[src/sv/plk_pkg.sv]
// Package for the proximity lock block: field widths, codes and shared types.
package plk_pkg;

  localparam int unsigned RING_DEPTH = 5;

  localparam int unsigned FUNC_W    = 4;
  localparam int unsigned RSSI_W    = 8;
  localparam int unsigned LEVEL_W   = 12;
  localparam int unsigned NOTICE_W  = 4;
  localparam int unsigned CFG_IDX_W = 1;

  localparam logic [FUNC_W-1:0] FN_SAMPLE     = 4'd0;
  localparam logic [FUNC_W-1:0] FN_CONNECT    = 4'd1;
  localparam logic [FUNC_W-1:0] FN_DISCONNECT = 4'd2;
  localparam logic [FUNC_W-1:0] FN_AUTH       = 4'd3;
  localparam logic [FUNC_W-1:0] FN_STATUS     = 4'd4;
  localparam logic [FUNC_W-1:0] FN_LOCK       = 4'd5;
  localparam logic [FUNC_W-1:0] FN_UNLOCK     = 4'd6;
  localparam logic [FUNC_W-1:0] FN_TRUNK      = 4'd7;
  localparam logic [FUNC_W-1:0] FN_ENGINE     = 4'd8;
  localparam logic [FUNC_W-1:0] FN_PROX_ON    = 4'd9;
  localparam logic [FUNC_W-1:0] FN_PROX_OFF   = 4'd10;
  localparam logic [FUNC_W-1:0] FN_REPORT     = 4'd11;

  localparam logic [NOTICE_W-1:0] NT_NONE        = 4'd0;
  localparam logic [NOTICE_W-1:0] NT_LOCKED      = 4'd1;
  localparam logic [NOTICE_W-1:0] NT_LOCKED_PROX = 4'd2;
  localparam logic [NOTICE_W-1:0] NT_UNLOCKED    = 4'd3;
  localparam logic [NOTICE_W-1:0] NT_UNLOCK_PROX = 4'd4;
  localparam logic [NOTICE_W-1:0] NT_AUTH_OK     = 4'd5;
  localparam logic [NOTICE_W-1:0] NT_AUTH_FAIL   = 4'd6;
  localparam logic [NOTICE_W-1:0] NT_NOT_AUTH    = 4'd7;
  localparam logic [NOTICE_W-1:0] NT_STAT_LOCKED = 4'd8;
  localparam logic [NOTICE_W-1:0] NT_STAT_UNLOCK = 4'd9;

  localparam logic [CFG_IDX_W-1:0] CFG_TRIGGER = 1'd0;
  localparam logic [CFG_IDX_W-1:0] CFG_RELEASE = 1'd1;

  typedef struct packed {
    logic [FUNC_W-1:0]        func;
    logic signed [RSSI_W-1:0] rssi_sample;
    logic                     pin_ok;
  } item_t;

  typedef struct packed {
    logic [NOTICE_W-1:0]       notice;
    logic                      report_valid;
    logic signed [LEVEL_W-1:0] avg_level;
    logic                      lock_event;
    logic                      unlock_event;
    logic                      trunk_pulse;
    logic                      engine_pulse;
    logic                      locked;
    logic                      auto_lock_on;
    logic                      authenticated;
  } res_t;

  typedef struct packed {
    logic capture;
    logic win_upd;
    logic eval;
    logic div_start;
    logic out_load;
  } cmd_t;

  typedef struct packed {
    logic rep_need;
    logic div_done;
    logic out_free;
  } sts_t;

endpackage

[src/sv/plk_item_if.sv]
// Input event channel interface.
interface plk_item_if;
  import plk_pkg::*;

  logic                     valid;
  logic                     ready;
  logic [FUNC_W-1:0]        func;
  logic signed [RSSI_W-1:0] rssi_sample;
  logic                     pin_ok;

  modport source (output valid, output func, output rssi_sample, output pin_ok, input ready);
  modport sink   (input valid, input func, input rssi_sample, input pin_ok, output ready);
endinterface

[src/sv/plk_res_if.sv]
// Result channel interface.
interface plk_res_if;
  import plk_pkg::*;

  logic                      valid;
  logic                      ready;
  logic [NOTICE_W-1:0]       notice;
  logic                      report_valid;
  logic signed [LEVEL_W-1:0] avg_level;
  logic                      lock_event;
  logic                      unlock_event;
  logic                      trunk_pulse;
  logic                      engine_pulse;
  logic                      locked;
  logic                      auto_lock_on;
  logic                      authenticated;

  modport source (
    output valid, output notice, output report_valid, output avg_level,
    output lock_event, output unlock_event, output trunk_pulse, output engine_pulse,
    output locked, output auto_lock_on, output authenticated, input ready
  );
  modport sink (
    input valid, input notice, input report_valid, input avg_level,
    input lock_event, input unlock_event, input trunk_pulse, input engine_pulse,
    input locked, input auto_lock_on, input authenticated, output ready
  );
endinterface

[src/sv/plk_cfg_if.sv]
// Configuration write channel interface.
interface plk_cfg_if;
  import plk_pkg::*;

  logic                       valid;
  logic                       ready;
  logic [CFG_IDX_W-1:0]       index;
  logic signed [LEVEL_W-1:0]  data;

  modport source (output valid, output index, output data, input ready);
  modport sink   (input valid, input index, input data, output ready);
endinterface

[src/sv/proximity_lock_rssi_hysteresis_top.sv]
// Top level of the proximity lock block with RSSI averaging and hysteresis.
// An event passes through transfer, ring update, evaluation and result load, and the next
// one is taken only after it is loaded; a sample that answers a pending report request
// adds the serial divider, one quotient bit per cycle over a SUM + 4 bit dividend. The
// result register holds one result, so the next event is taken while it waits. Config
// writes are always ready and must only be issued while the block is idle.
module proximity_lock_rssi_hysteresis_top #(
  parameter int unsigned WINDOW = plk_pkg::RING_DEPTH
) (
  input  logic      clk_i,
  input  logic      rst_ni,
  plk_item_if.sink  item_i,
  plk_res_if.source result_o,
  plk_cfg_if.sink   cfg_i
);
  import plk_pkg::*;

  cmd_t  cmd;
  sts_t  sts;
  item_t item;
  res_t  res;
  logic  in_ready;

  assign item.func        = item_i.func;
  assign item.rssi_sample = item_i.rssi_sample;
  assign item.pin_ok      = item_i.pin_ok;
  assign item_i.ready     = in_ready;
  assign cfg_i.ready      = 1'b1;

  plk_ctrl u_ctrl (
    .clk_i      (clk_i),
    .rst_ni     (rst_ni),
    .in_valid_i (item_i.valid),
    .in_ready_o (in_ready),
    .sts_i      (sts),
    .cmd_o      (cmd)
  );

  plk_dp #(
    .WINDOW (WINDOW)
  ) u_dp (
    .clk_i       (clk_i),
    .rst_ni      (rst_ni),
    .cmd_i       (cmd),
    .sts_o       (sts),
    .item_i      (item),
    .cfg_we_i    (cfg_i.valid),
    .cfg_idx_i   (cfg_i.index),
    .cfg_data_i  (cfg_i.data),
    .res_o       (res),
    .out_valid_o (result_o.valid),
    .out_ready_i (result_o.ready)
  );

  assign result_o.notice        = res.notice;
  assign result_o.report_valid  = res.report_valid;
  assign result_o.avg_level     = res.avg_level;
  assign result_o.lock_event    = res.lock_event;
  assign result_o.unlock_event  = res.unlock_event;
  assign result_o.trunk_pulse   = res.trunk_pulse;
  assign result_o.engine_pulse  = res.engine_pulse;
  assign result_o.locked        = res.locked;
  assign result_o.auto_lock_on  = res.auto_lock_on;
  assign result_o.authenticated = res.authenticated;
endmodule

[src/sv/plk_div.sv]
// Bit-serial signed divider, one quotient bit per cycle, truncating toward zero.
module plk_div #(
  parameter int unsigned DVD_W = 16,
  parameter int unsigned DVS_W = 3
) (
  input  logic                    clk_i,
  input  logic                    rst_ni,
  input  logic                    start_i,
  input  logic signed [DVD_W-1:0] dividend_i,
  input  logic [DVS_W-1:0]        divisor_i,
  output logic                    done_o,
  output logic signed [DVD_W-1:0] quotient_o
);
  localparam int unsigned CW = $clog2(DVD_W + 1);

  logic             busy_q, done_q, neg_q;
  logic [CW-1:0]    cnt_q;
  logic [DVD_W-1:0] dq_q;
  logic [DVS_W-1:0] rem_q, dvs_q;
  logic [DVS_W:0]   rem_sh, rem_sub;
  logic             fits;

  assign rem_sh  = {rem_q, dq_q[DVD_W-1]};
  assign rem_sub = rem_sh - {1'b0, dvs_q};
  assign fits    = (rem_sh >= {1'b0, dvs_q});

  always_ff @(posedge clk_i or negedge rst_ni) begin
    if (!rst_ni) begin
      busy_q <= 1'b0;
      done_q <= 1'b0;
      cnt_q  <= '0;
    end else begin
      done_q <= busy_q && (cnt_q == CW'(1));
      if (start_i) begin
        busy_q <= 1'b1;
        cnt_q  <= CW'(DVD_W);
      end else if (busy_q) begin
        cnt_q <= cnt_q - CW'(1);
        if (cnt_q == CW'(1)) begin
          busy_q <= 1'b0;
        end
      end
    end
  end

  always_ff @(posedge clk_i) begin
    if (start_i) begin
      neg_q <= dividend_i[DVD_W-1];
      dq_q  <= dividend_i[DVD_W-1] ? -dividend_i : dividend_i;
      rem_q <= '0;
      dvs_q <= divisor_i;
    end else if (busy_q) begin
      dq_q  <= {dq_q[DVD_W-2:0], fits};
      rem_q <= fits ? rem_sub[DVS_W-1:0] : rem_sh[DVS_W-1:0];
    end
  end

  assign done_o     = done_q;
  assign quotient_o = neg_q ? -dq_q : dq_q;
endmodule

[src/sv/plk_dp.sv]
// Datapath: sample ring, running sum, lock state, threshold tests and result registers.
module plk_dp #(
  parameter int unsigned WINDOW = plk_pkg::RING_DEPTH
) (
  input  logic                                   clk_i,
  input  logic                                   rst_ni,
  input  plk_pkg::cmd_t                          cmd_i,
  output plk_pkg::sts_t                          sts_o,
  input  plk_pkg::item_t                         item_i,
  input  logic                                   cfg_we_i,
  input  logic [plk_pkg::CFG_IDX_W-1:0]          cfg_idx_i,
  input  logic signed [plk_pkg::LEVEL_W-1:0]     cfg_data_i,
  output plk_pkg::res_t                          res_o,
  output logic                                   out_valid_o,
  input  logic                                   out_ready_i
);
  import plk_pkg::*;

  localparam int unsigned CNT_W  = $clog2(WINDOW + 1);
  localparam int unsigned SLOT_W = (WINDOW > 1) ? $clog2(WINDOW) : 1;
  localparam int unsigned SUM_W  = RSSI_W + CNT_W;
  localparam int unsigned SCL_W  = SUM_W + 4;
  localparam int unsigned PROD_W = LEVEL_W + CNT_W + 1;
  localparam int unsigned CMP_W  = (PROD_W > SCL_W) ? PROD_W : SCL_W;

  item_t                      item_q;
  logic signed [RSSI_W-1:0]   win_q [WINDOW];
  logic [SLOT_W-1:0]          slot_q;
  logic [CNT_W-1:0]           count_q;
  logic signed [SUM_W-1:0]    sum_q;
  logic signed [LEVEL_W-1:0]  trig_q, rel_q;
  logic                       lock_q, auto_q, link_q, auth_q, rpend_q;
  logic                       lock_d, auto_d, link_d, auth_d, rpend_d;
  res_t                       res_d, pend_q, out_q;
  logic                       out_valid_q;

  logic                       full;
  logic signed [RSSI_W-1:0]   old_smp;
  logic signed [CNT_W:0]      cnt_s;
  logic signed [SCL_W-1:0]    scl;
  logic signed [PROD_W-1:0]   rel_p, trg_p;
  logic                       below, above;
  logic                       div_done;
  logic signed [SCL_W-1:0]    quot;

  assign full    = (count_q == CNT_W'(WINDOW));
  assign old_smp = full ? win_q[slot_q] : '0;
  assign cnt_s   = {1'b0, count_q};
  assign scl     = {sum_q, 4'b0000};
  assign rel_p   = PROD_W'(rel_q) * PROD_W'(cnt_s);
  assign trg_p   = PROD_W'(trig_q) * PROD_W'(cnt_s);
  assign below   = CMP_W'(scl) < CMP_W'(rel_p);
  assign above   = CMP_W'(scl) > CMP_W'(trg_p);

  always_ff @(posedge clk_i or negedge rst_ni) begin
    if (!rst_ni) begin
      slot_q      <= '0;
      count_q     <= '0;
      sum_q       <= '0;
      trig_q      <= '0;
      rel_q       <= '0;
      lock_q      <= 1'b1;
      auto_q      <= 1'b0;
      link_q      <= 1'b0;
      auth_q      <= 1'b0;
      rpend_q     <= 1'b0;
      out_valid_q <= 1'b0;
    end else begin
      if (cfg_we_i) begin
        case (cfg_idx_i)
          CFG_TRIGGER: trig_q <= cfg_data_i;
          CFG_RELEASE: rel_q  <= cfg_data_i;
          default: ;
        endcase
      end
      if (cmd_i.win_upd && item_q.func == FN_SAMPLE) begin
        sum_q <= sum_q + SUM_W'(item_q.rssi_sample) - SUM_W'(old_smp);
        slot_q <= (slot_q == SLOT_W'(WINDOW - 1)) ? '0 : slot_q + SLOT_W'(1);
        if (!full) begin
          count_q <= count_q + CNT_W'(1);
        end
      end
      if (cmd_i.eval) begin
        lock_q  <= lock_d;
        auto_q  <= auto_d;
        link_q  <= link_d;
        auth_q  <= auth_d;
        rpend_q <= rpend_d;
      end
      if (cmd_i.out_load) begin
        out_valid_q <= 1'b1;
      end else if (out_ready_i) begin
        out_valid_q <= 1'b0;
      end
    end
  end

  always_ff @(posedge clk_i) begin
    if (cmd_i.capture) begin
      item_q <= item_i;
    end
    if (cmd_i.win_upd && item_q.func == FN_SAMPLE) begin
      win_q[slot_q] <= item_q.rssi_sample;
    end
    if (cmd_i.eval) begin
      pend_q <= res_d;
    end else if (div_done) begin
      pend_q.avg_level <= quot[LEVEL_W-1:0];
    end
    if (cmd_i.out_load) begin
      out_q <= pend_q;
    end
  end

  always_comb begin
    lock_d  = lock_q;
    auto_d  = auto_q;
    link_d  = link_q;
    auth_d  = auth_q;
    rpend_d = rpend_q;
    res_d   = '0;
    case (item_q.func)
      FN_SAMPLE: begin
        if (rpend_q) begin
          res_d.report_valid = 1'b1;
          rpend_d            = 1'b0;
        end
        if (auto_q && trig_q != '0) begin
          if (below) begin
            if (!lock_q) begin
              lock_d           = 1'b1;
              res_d.lock_event = 1'b1;
              if (link_q) res_d.notice = NT_LOCKED_PROX;
            end
          end else if (above) begin
            if (lock_q) begin
              lock_d             = 1'b0;
              res_d.unlock_event = 1'b1;
              if (link_q) res_d.notice = NT_UNLOCK_PROX;
            end
          end
        end
      end
      FN_CONNECT: begin
        link_d = 1'b1;
        auth_d = 1'b0;
      end
      FN_DISCONNECT: begin
        link_d = 1'b0;
        auth_d = 1'b0;
        if (auto_q && !lock_q) begin
          lock_d           = 1'b1;
          res_d.lock_event = 1'b1;
        end
        auto_d = 1'b0;
      end
      FN_AUTH: begin
        if (item_q.pin_ok) begin
          auth_d       = 1'b1;
          res_d.notice = NT_AUTH_OK;
        end else begin
          res_d.notice = NT_AUTH_FAIL;
        end
      end
      default: begin
        if (item_q.func inside {[FN_STATUS:FN_REPORT]}) begin
          if (!auth_q) begin
            res_d.notice = NT_NOT_AUTH;
          end else begin
            case (item_q.func)
              FN_STATUS: res_d.notice = lock_q ? NT_STAT_LOCKED : NT_STAT_UNLOCK;
              FN_LOCK: begin
                lock_d           = 1'b1;
                res_d.lock_event = 1'b1;
                if (link_q) res_d.notice = NT_LOCKED;
              end
              FN_UNLOCK: begin
                lock_d             = 1'b0;
                res_d.unlock_event = 1'b1;
                if (link_q) res_d.notice = NT_UNLOCKED;
              end
              FN_TRUNK:    res_d.trunk_pulse  = 1'b1;
              FN_ENGINE:   res_d.engine_pulse = 1'b1;
              FN_PROX_ON:  auto_d  = 1'b1;
              FN_PROX_OFF: auto_d  = 1'b0;
              FN_REPORT:   rpend_d = 1'b1;
              default: ;
            endcase
          end
        end
      end
    endcase
    res_d.locked        = lock_d;
    res_d.auto_lock_on  = auto_d;
    res_d.authenticated = auth_d;
  end

  plk_div #(
    .DVD_W (SCL_W),
    .DVS_W (CNT_W)
  ) u_div (
    .clk_i      (clk_i),
    .rst_ni     (rst_ni),
    .start_i    (cmd_i.div_start),
    .dividend_i (scl),
    .divisor_i  (count_q),
    .done_o     (div_done),
    .quotient_o (quot)
  );

  assign sts_o.rep_need = (item_q.func == FN_SAMPLE) && rpend_q;
  assign sts_o.div_done = div_done;
  assign sts_o.out_free = !out_valid_q || out_ready_i;
  assign res_o          = out_q;
  assign out_valid_o    = out_valid_q;
endmodule

[src/sv/plk_ctrl.sv]
// Controller: sequences capture, ring update, evaluation, division and result load.
module plk_ctrl (
  input  logic          clk_i,
  input  logic          rst_ni,
  input  logic          in_valid_i,
  output logic          in_ready_o,
  input  plk_pkg::sts_t sts_i,
  output plk_pkg::cmd_t cmd_o
);
  import plk_pkg::*;

  typedef enum logic [4:0] {
    S_IDLE = 5'b00001,
    S_WIN  = 5'b00010,
    S_EVAL = 5'b00100,
    S_DIV  = 5'b01000,
    S_OUT  = 5'b10000
  } state_e;

  state_e state_q, state_d;

  always_ff @(posedge clk_i or negedge rst_ni) begin
    if (!rst_ni) begin
      state_q <= S_IDLE;
    end else begin
      state_q <= state_d;
    end
  end

  always_comb begin
    state_d    = state_q;
    cmd_o      = '0;
    in_ready_o = 1'b0;
    case (state_q)
      S_IDLE: begin
        in_ready_o    = 1'b1;
        cmd_o.capture = in_valid_i;
        if (in_valid_i) state_d = S_WIN;
      end
      S_WIN: begin
        cmd_o.win_upd = 1'b1;
        state_d       = S_EVAL;
      end
      S_EVAL: begin
        cmd_o.eval      = 1'b1;
        cmd_o.div_start = sts_i.rep_need;
        state_d         = sts_i.rep_need ? S_DIV : S_OUT;
      end
      S_DIV: begin
        if (sts_i.div_done) state_d = S_OUT;
      end
      S_OUT: begin
        if (sts_i.out_free) begin
          cmd_o.out_load = 1'b1;
          state_d        = S_IDLE;
        end
      end
      default: state_d = S_IDLE;
    endcase
  end
endmodule

[src/flat_wrapper.sv]
// flat-port wrapper written by rule: the top's interface ports become plain ports
module proximity_lock_rssi_hysteresis_top_flat import plk_pkg::*;
#(
  parameter int unsigned WINDOW = plk_pkg::RING_DEPTH
)
  (clk_i, rst_ni, item_i_valid, item_i_func, item_i_rssi_sample, item_i_pin_ok, item_i_ready, result_o_valid, result_o_notice, result_o_report_valid, result_o_avg_level, result_o_lock_event, result_o_unlock_event, result_o_trunk_pulse, result_o_engine_pulse, result_o_locked, result_o_auto_lock_on, result_o_authenticated, result_o_ready, cfg_i_valid, cfg_i_index, cfg_i_data, cfg_i_ready);
  plk_item_if item_i_i ();
  plk_res_if result_o_i ();
  plk_cfg_if cfg_i_i ();
  input  logic clk_i;
  input  logic rst_ni;
  input wire logic [$bits(item_i_i.valid)-1:0] item_i_valid;
  input wire logic [$bits(item_i_i.func)-1:0] item_i_func;
  input wire logic [$bits(item_i_i.rssi_sample)-1:0] item_i_rssi_sample;
  input wire logic [$bits(item_i_i.pin_ok)-1:0] item_i_pin_ok;
  output wire logic [$bits(item_i_i.ready)-1:0] item_i_ready;
  output wire logic [$bits(result_o_i.valid)-1:0] result_o_valid;
  output wire logic [$bits(result_o_i.notice)-1:0] result_o_notice;
  output wire logic [$bits(result_o_i.report_valid)-1:0] result_o_report_valid;
  output wire logic [$bits(result_o_i.avg_level)-1:0] result_o_avg_level;
  output wire logic [$bits(result_o_i.lock_event)-1:0] result_o_lock_event;
  output wire logic [$bits(result_o_i.unlock_event)-1:0] result_o_unlock_event;
  output wire logic [$bits(result_o_i.trunk_pulse)-1:0] result_o_trunk_pulse;
  output wire logic [$bits(result_o_i.engine_pulse)-1:0] result_o_engine_pulse;
  output wire logic [$bits(result_o_i.locked)-1:0] result_o_locked;
  output wire logic [$bits(result_o_i.auto_lock_on)-1:0] result_o_auto_lock_on;
  output wire logic [$bits(result_o_i.authenticated)-1:0] result_o_authenticated;
  input wire logic [$bits(result_o_i.ready)-1:0] result_o_ready;
  input wire logic [$bits(cfg_i_i.valid)-1:0] cfg_i_valid;
  input wire logic [$bits(cfg_i_i.index)-1:0] cfg_i_index;
  input wire logic [$bits(cfg_i_i.data)-1:0] cfg_i_data;
  output wire logic [$bits(cfg_i_i.ready)-1:0] cfg_i_ready;
  assign item_i_i.valid = item_i_valid;
  assign item_i_i.func = item_i_func;
  assign item_i_i.rssi_sample = item_i_rssi_sample;
  assign item_i_i.pin_ok = item_i_pin_ok;
  assign item_i_ready = item_i_i.ready;
  assign result_o_valid = result_o_i.valid;
  assign result_o_notice = result_o_i.notice;
  assign result_o_report_valid = result_o_i.report_valid;
  assign result_o_avg_level = result_o_i.avg_level;
  assign result_o_lock_event = result_o_i.lock_event;
  assign result_o_unlock_event = result_o_i.unlock_event;
  assign result_o_trunk_pulse = result_o_i.trunk_pulse;
  assign result_o_engine_pulse = result_o_i.engine_pulse;
  assign result_o_locked = result_o_i.locked;
  assign result_o_auto_lock_on = result_o_i.auto_lock_on;
  assign result_o_authenticated = result_o_i.authenticated;
  assign result_o_i.ready = result_o_ready;
  assign cfg_i_i.valid = cfg_i_valid;
  assign cfg_i_i.index = cfg_i_index;
  assign cfg_i_i.data = cfg_i_data;
  assign cfg_i_ready = cfg_i_i.ready;
  proximity_lock_rssi_hysteresis_top #(.WINDOW(WINDOW)) u_core (.clk_i(clk_i), .rst_ni(rst_ni), .item_i(item_i_i), .result_o(result_o_i), .cfg_i(cfg_i_i));
endmodule
[config.mk]
export PLATFORM = sky130hd
export DESIGN_NAME = proximity_lock_rssi_hysteresis_top_flat
export DESIGN_NICKNAME = d
export VERILOG_FILES = /design/src/sv/plk_pkg.sv /design/src/sv/plk_item_if.sv /design/src/sv/plk_res_if.sv /design/src/sv/plk_cfg_if.sv /design/src/sv/proximity_lock_rssi_hysteresis_top.sv /design/src/sv/plk_div.sv /design/src/sv/plk_dp.sv /design/src/sv/plk_ctrl.sv /design/src/flat_wrapper.sv
export SDC_FILE = /design/constraint.sdc
export NUM_CORES = 1
export LEC_CHECK = 0
export BUFFER_PORTS_ARGS = -buffer_cell sky130_fd_sc_hd__buf_2
export CAP_MARGIN = 30
export CORE_MARGIN = 2
export CORE_UTILIZATION = 45
export DETAILED_ROUTE_END_ITERATION = 8
export PLACE_DENSITY = 0.66
export SYNTH_ARGS = -nofsm -noshare
export SYNTH_HDL_FRONTEND = slang
export SYNTH_SLANG_ARGS = --single-unit
[constraint.sdc]
create_clock -name clk_i -period 5.8 [get_ports clk_i]
set_input_delay 1.16 -clock clk_i [delete_from_list [all_inputs] [get_ports clk_i]]
set_output_delay 1.16 -clock clk_i [all_outputs]
set_load 0.005 [all_outputs]
==> impl_metrics.toml <==
[synth]
adder_cell_fraction_of_synth_area_pct = 17.5
synth.distinct_cells = 73
post_synth_xor_area_fraction_pct = 3.73
synth_flop_cell = "sky130_fd_sc_hd__edfxtp_1"
synthMuxAreaShare_pct = 4.03
ys_warn_count = 0
syn-instance-count = 1143
ys_seq_area_share_pct = 42.6
synth_compound_area_share_pct = 11.7
mappedNetlistNets = 1317
async_flop_share_pct = 32.0
post_synth_instance_area_um2 = 11700
combinational_family_with_the_most_area_after_synthesis = "adder cells"
synthSimpleGateAreaFrac_pct = 14.2
synth_area_per_inst_um2 = 10.3
synth_seq_cells = 181
synth_enable_flop_cells = 108

[routing]
drt_pass1_iterations = 5
detail_route.wirelength.met1_um = 10900
topRoutingLayerUsed = "met4"
drtIter0Drc = 558
routed_via_density = 5.25
drc = 0
route.met3.wl_um = 906
met2_routed_length_um = 11000
wire_length_reported_by_the_detailed_router_um = 23300
dr_total_vias = 8107
ant_nets = 0
detail_route.wl_per_cell_um = 15.1

[pwr]
power_per_standard_cell_area_nw_per_um2 = 373
switching_share_pct = 39.2
finalPower_w = 0.00486
switching_component_of_the_power_w = 0.00191
pwr-share-comb_pct = 38.3
internal_power_w = 0.00296
peakVddDrop_v = 0.000228
sequentialPowerShare_pct = 36.1
cellLeakagePower_nw = 5.78
pwr-share-clk_pct = 25.6

[placement]
dp_hpwl_um = 17300
placed_area_um2 = 12400
place_congestion = 0.858
dp_slack_ns = 0.620
placement.io_buffers = 56

[critical_path]
worst_path_max_delay_cell = "sky130_fd_sc_hd__dfrtp_1"
worst_ep_required_time_ns = 6.01
critPathMaxFanout = 28
worst-path-buf-inv = 0
slowest_cell_delay_on_critical_path_ns = 0.88
reg2regPathDepth = 17
worst_setup_path_end_kind = "flop"
cp-start-kind = "flop"
worst_path_dominant_cell_family = "adder cells"
crit-reg2reg-launch = "u_core.u_dp.count_q[2]"
rr_endpoint = "u_core.u_dp.pend_q[22]"
regToRegSetupSlack_ns = 0.59
setup.worst_path.class = "reg2reg"
crit_chain = "and2_1 -> ha_1 -> fa_1 -> fa_1 -> a21oi_1 -> o21ai_0 -> o2111ai_1 -> a21boi_0 -> a211oi_1 -> xor2_1 -> ha_1 -> nand4_1 -> nor4bb_1 -> a41o_1 -> a21oi_1 -> nor3b_2 -> a21o_1"
critical_path_arrival_ns = 5.42

[job]
maxCapViolCount = 0

[floorplan]
dieWidth_um = 165
design.core.area_um2 = 25800
fp.dieArea_um2 = 27400
floorplan.initialDensity_pct = 45.4
rows = 59
dieHeight_um = 165
design.portCount = 58

[hold_path]
worstHoldPathCells = 0
worst_hold_path_type = "reg2reg"
min_delay_worst_endpoint = "u_core.u_dp.res_o[4]"
worst_hold_startpoint = "u_core.u_dp.pend_q[4]"

[outcome]
outcome = "finished clean"

[grt]
grt_pass1_vias = 7769
grt_antenna_before_repair = 0
grt_overflow = 0
grt_use_total_pct = 17.8
wire_length_of_the_first_global_routing_pass_um = 38200
pin_count_of_the_biggest_net_entering_global_routing = 59

[timing]
rsz0062_at_grt = "no"
period_share_pct = 89.9
setup-violations-final = 0
timing_hold_violations_final = 0
finalCriticalPeriod_ns = 5.21
clock_skew_ns = 0.0146
finalWorstSetupSlack_ns = 0.585
max_slew.worst_pin.slew_ns = 0.998
max_slew_margin_vs_limit_pct = 33.0
slew_violations = 0
fmax_mhz = 192
setup_total_negative_slack_ns = 0

[finish]
layout.cells.most_common = "sky130_fd_sc_hd__inv_1"
final_layout_size_suffix_gt1_share_pct = 12.3
n_antenna_cell = 0
final_instance_area_um2 = 13000
syn2layout_area_growth_pct = 11.1
mostFrequentLayoutCells = "sky130_fd_sc_hd__inv_1, sky130_fd_sc_hd__ha_1, sky130_fd_sc_hd__edfxtp_1"
num-nets-final = 1369

[clock_network]
insertion_delay_ns = 0.45
clockRootBuffer = "sky130_fd_sc_hd__clkbuf_16"
cts_tree = "yes"
cts_hold_repair.buffers = 0
numCtsBuffers = 17
clock_slew_at_reported_path_ffs_ns = 0.08
htree_num_levels = 4
post_cts_buffers = 0
cts-root-to-sink-buffers = 2
number_of_gates_resized_after_cts = 0
tritoncts_num_sinks = 181
==> synth_stat cells, types with 4 or more instances <==
cell                       count  area [um^2]
sky130_fd_sc_hd__inv_1       155          582
sky130_fd_sc_hd__edfxtp_1    108         3240
sky130_fd_sc_hd__ha_1        108         1350
sky130_fd_sc_hd__nand2_1      94          353
sky130_fd_sc_hd__nor2_1       83          312
sky130_fd_sc_hd__and2_1       60          375
sky130_fd_sc_hd__o21ai_0      59          295
sky130_fd_sc_hd__dfrtp_1      56         1400
sky130_fd_sc_hd__a21oi_1      41          205
sky130_fd_sc_hd__fa_1         35          701
sky130_fd_sc_hd__clkbuf_1     27          101
sky130_fd_sc_hd__xor2_1       27          236
sky130_fd_sc_hd__mux2_2       24          270
sky130_fd_sc_hd__xnor2_1      23          201
sky130_fd_sc_hd__o21a_1       20          150
sky130_fd_sc_hd__mux2i_1      18          180
sky130_fd_sc_hd__dfxtp_1      15          300
sky130_fd_sc_hd__a211oi_1     14          105
sky130_fd_sc_hd__a21o_1       13         97.6
sky130_fd_sc_hd__nand2b_1     12         75.1
sky130_fd_sc_hd__nand3_1      12         60.1
sky130_fd_sc_hd__nor3_1       12         60.1
sky130_fd_sc_hd__o31ai_1      10         75.1
sky130_fd_sc_hd__a221oi_1      8         70.1
sky130_fd_sc_hd__a31oi_1       8         50.1
sky130_fd_sc_hd__nor2b_1       8         50.1
sky130_fd_sc_hd__nor4b_1       7         61.3
sky130_fd_sc_hd__o22ai_1       5         31.3
sky130_fd_sc_hd__or3_1         5         31.3
sky130_fd_sc_hd__or4_1         5         37.5
sky130_fd_sc_hd__buf_2         4         20.0
sky130_fd_sc_hd__nor4_2        4         50.1
==> through the flow <==
step	std cells	util, %	hold slack [ns]
after floorplan	1143	-	0.400
after global placement	1507	47.7	0.402
after detailed placement	1509	47.8	0.405
after CTS	1541	50.4	0.417
after global routing	1543	50.4	0.435
final	1543	50.4	0.420
==> registers in the layout, summed over array words and instances (netlist names), 4 cells and up <==
| name | count |
|---|---|
| u_core.u_dp.u_div.cnt_q | 4 |
| u_core.u_dp.rel_q | 12 |
| u_core.u_ctrl.state_q | 5 |
| u_core.u_dp.pend_q | 24 |
| u_core.u_dp.trig_q | 12 |
| u_core.u_dp.sum_q | 11 |
| u_core.u_dp.res_o | 24 |
| u_core.u_dp.item_q | 13 |
| u_core.u_dp.win_q | 40 |
| u_core.u_dp.u_div.dq_q | 15 |
==> routing by layer <==
metal / GRT usage [%] / vias to the layer above
met3: 3.00 / 35
met4: 5.80 / 0
met1: 23.9 / 3859
met2: 29.4 / 163
li1: - / 4050
met5: 0 / -
==> power by group through the flow <==
stage | sequential (W) | combinational [W] | clock, W
finish | 0.00176 | 0.00186 | 0.00124
CTS | 0.00176 | 0.00187 | 0.00127
global route | 0.00178 | 0.00213 | 0.00132
detailed placement | 0.00178 | 0.00184 | 0
global placement | 0.00178 | 0.00181 | 0
floorplan | 0.00165 | 0.00148 | 0
==> area by class of cell <==
| type | instances | area [um^2] |
|---|---|---|
| tap | 335 | 419 |
| multi-input combinational | 773 | 6010 |
| inverter | 155 | 582 |
| clock buffer | 17 | 425 |
| fill | 2367 | 12800 |
| sequential | 181 | 5000 |
| timing repair buffer | 67 | 378 |
| clock inverter | 15 | 225 |
==> how the worst max path moves through the flow <==
stage / from / to / slack, ns / depth (start not counted)
final: u_core.u_dp.count_q[2] / u_core.u_dp.pend_q[22] / 0.59 / 17
after global routing: u_core.u_dp.count_q[2] / u_core.u_dp.pend_q[22] / 0.13 / 17
after CTS: u_core.u_dp.count_q[2] / u_core.u_dp.pend_q[22] / 0.60 / 17
after detailed placement: u_core.u_dp.count_q[2] / u_core.u_dp.pend_q[22] / 0.62 / 17
after global placement: u_core.u_dp.count_q[2] / u_core.u_dp.pend_q[22] / 0.82 / 17
after floorplan: u_core.u_dp.count_q[2] / u_core.u_dp.pend_q[22] / 1.05 / 21
==> cell families (layout without fill, tap and decap cells) <==
| family | count (synthesis) | count (layout) |
|---|---|---|
| buffers and inverters | 189 | 254 |
| xor gates and xnor gates | 50 | 50 |
| AOI/OAI and AO/OA | 209 | 209 |
| other | 1 | 1 |
| muxes | 44 | 44 |
| DFF | 181 | 181 |
| and+or+nand+nor | 326 | 326 |
| adders and majority gates | 143 | 143 |
(Power assumes the default switching activity.)
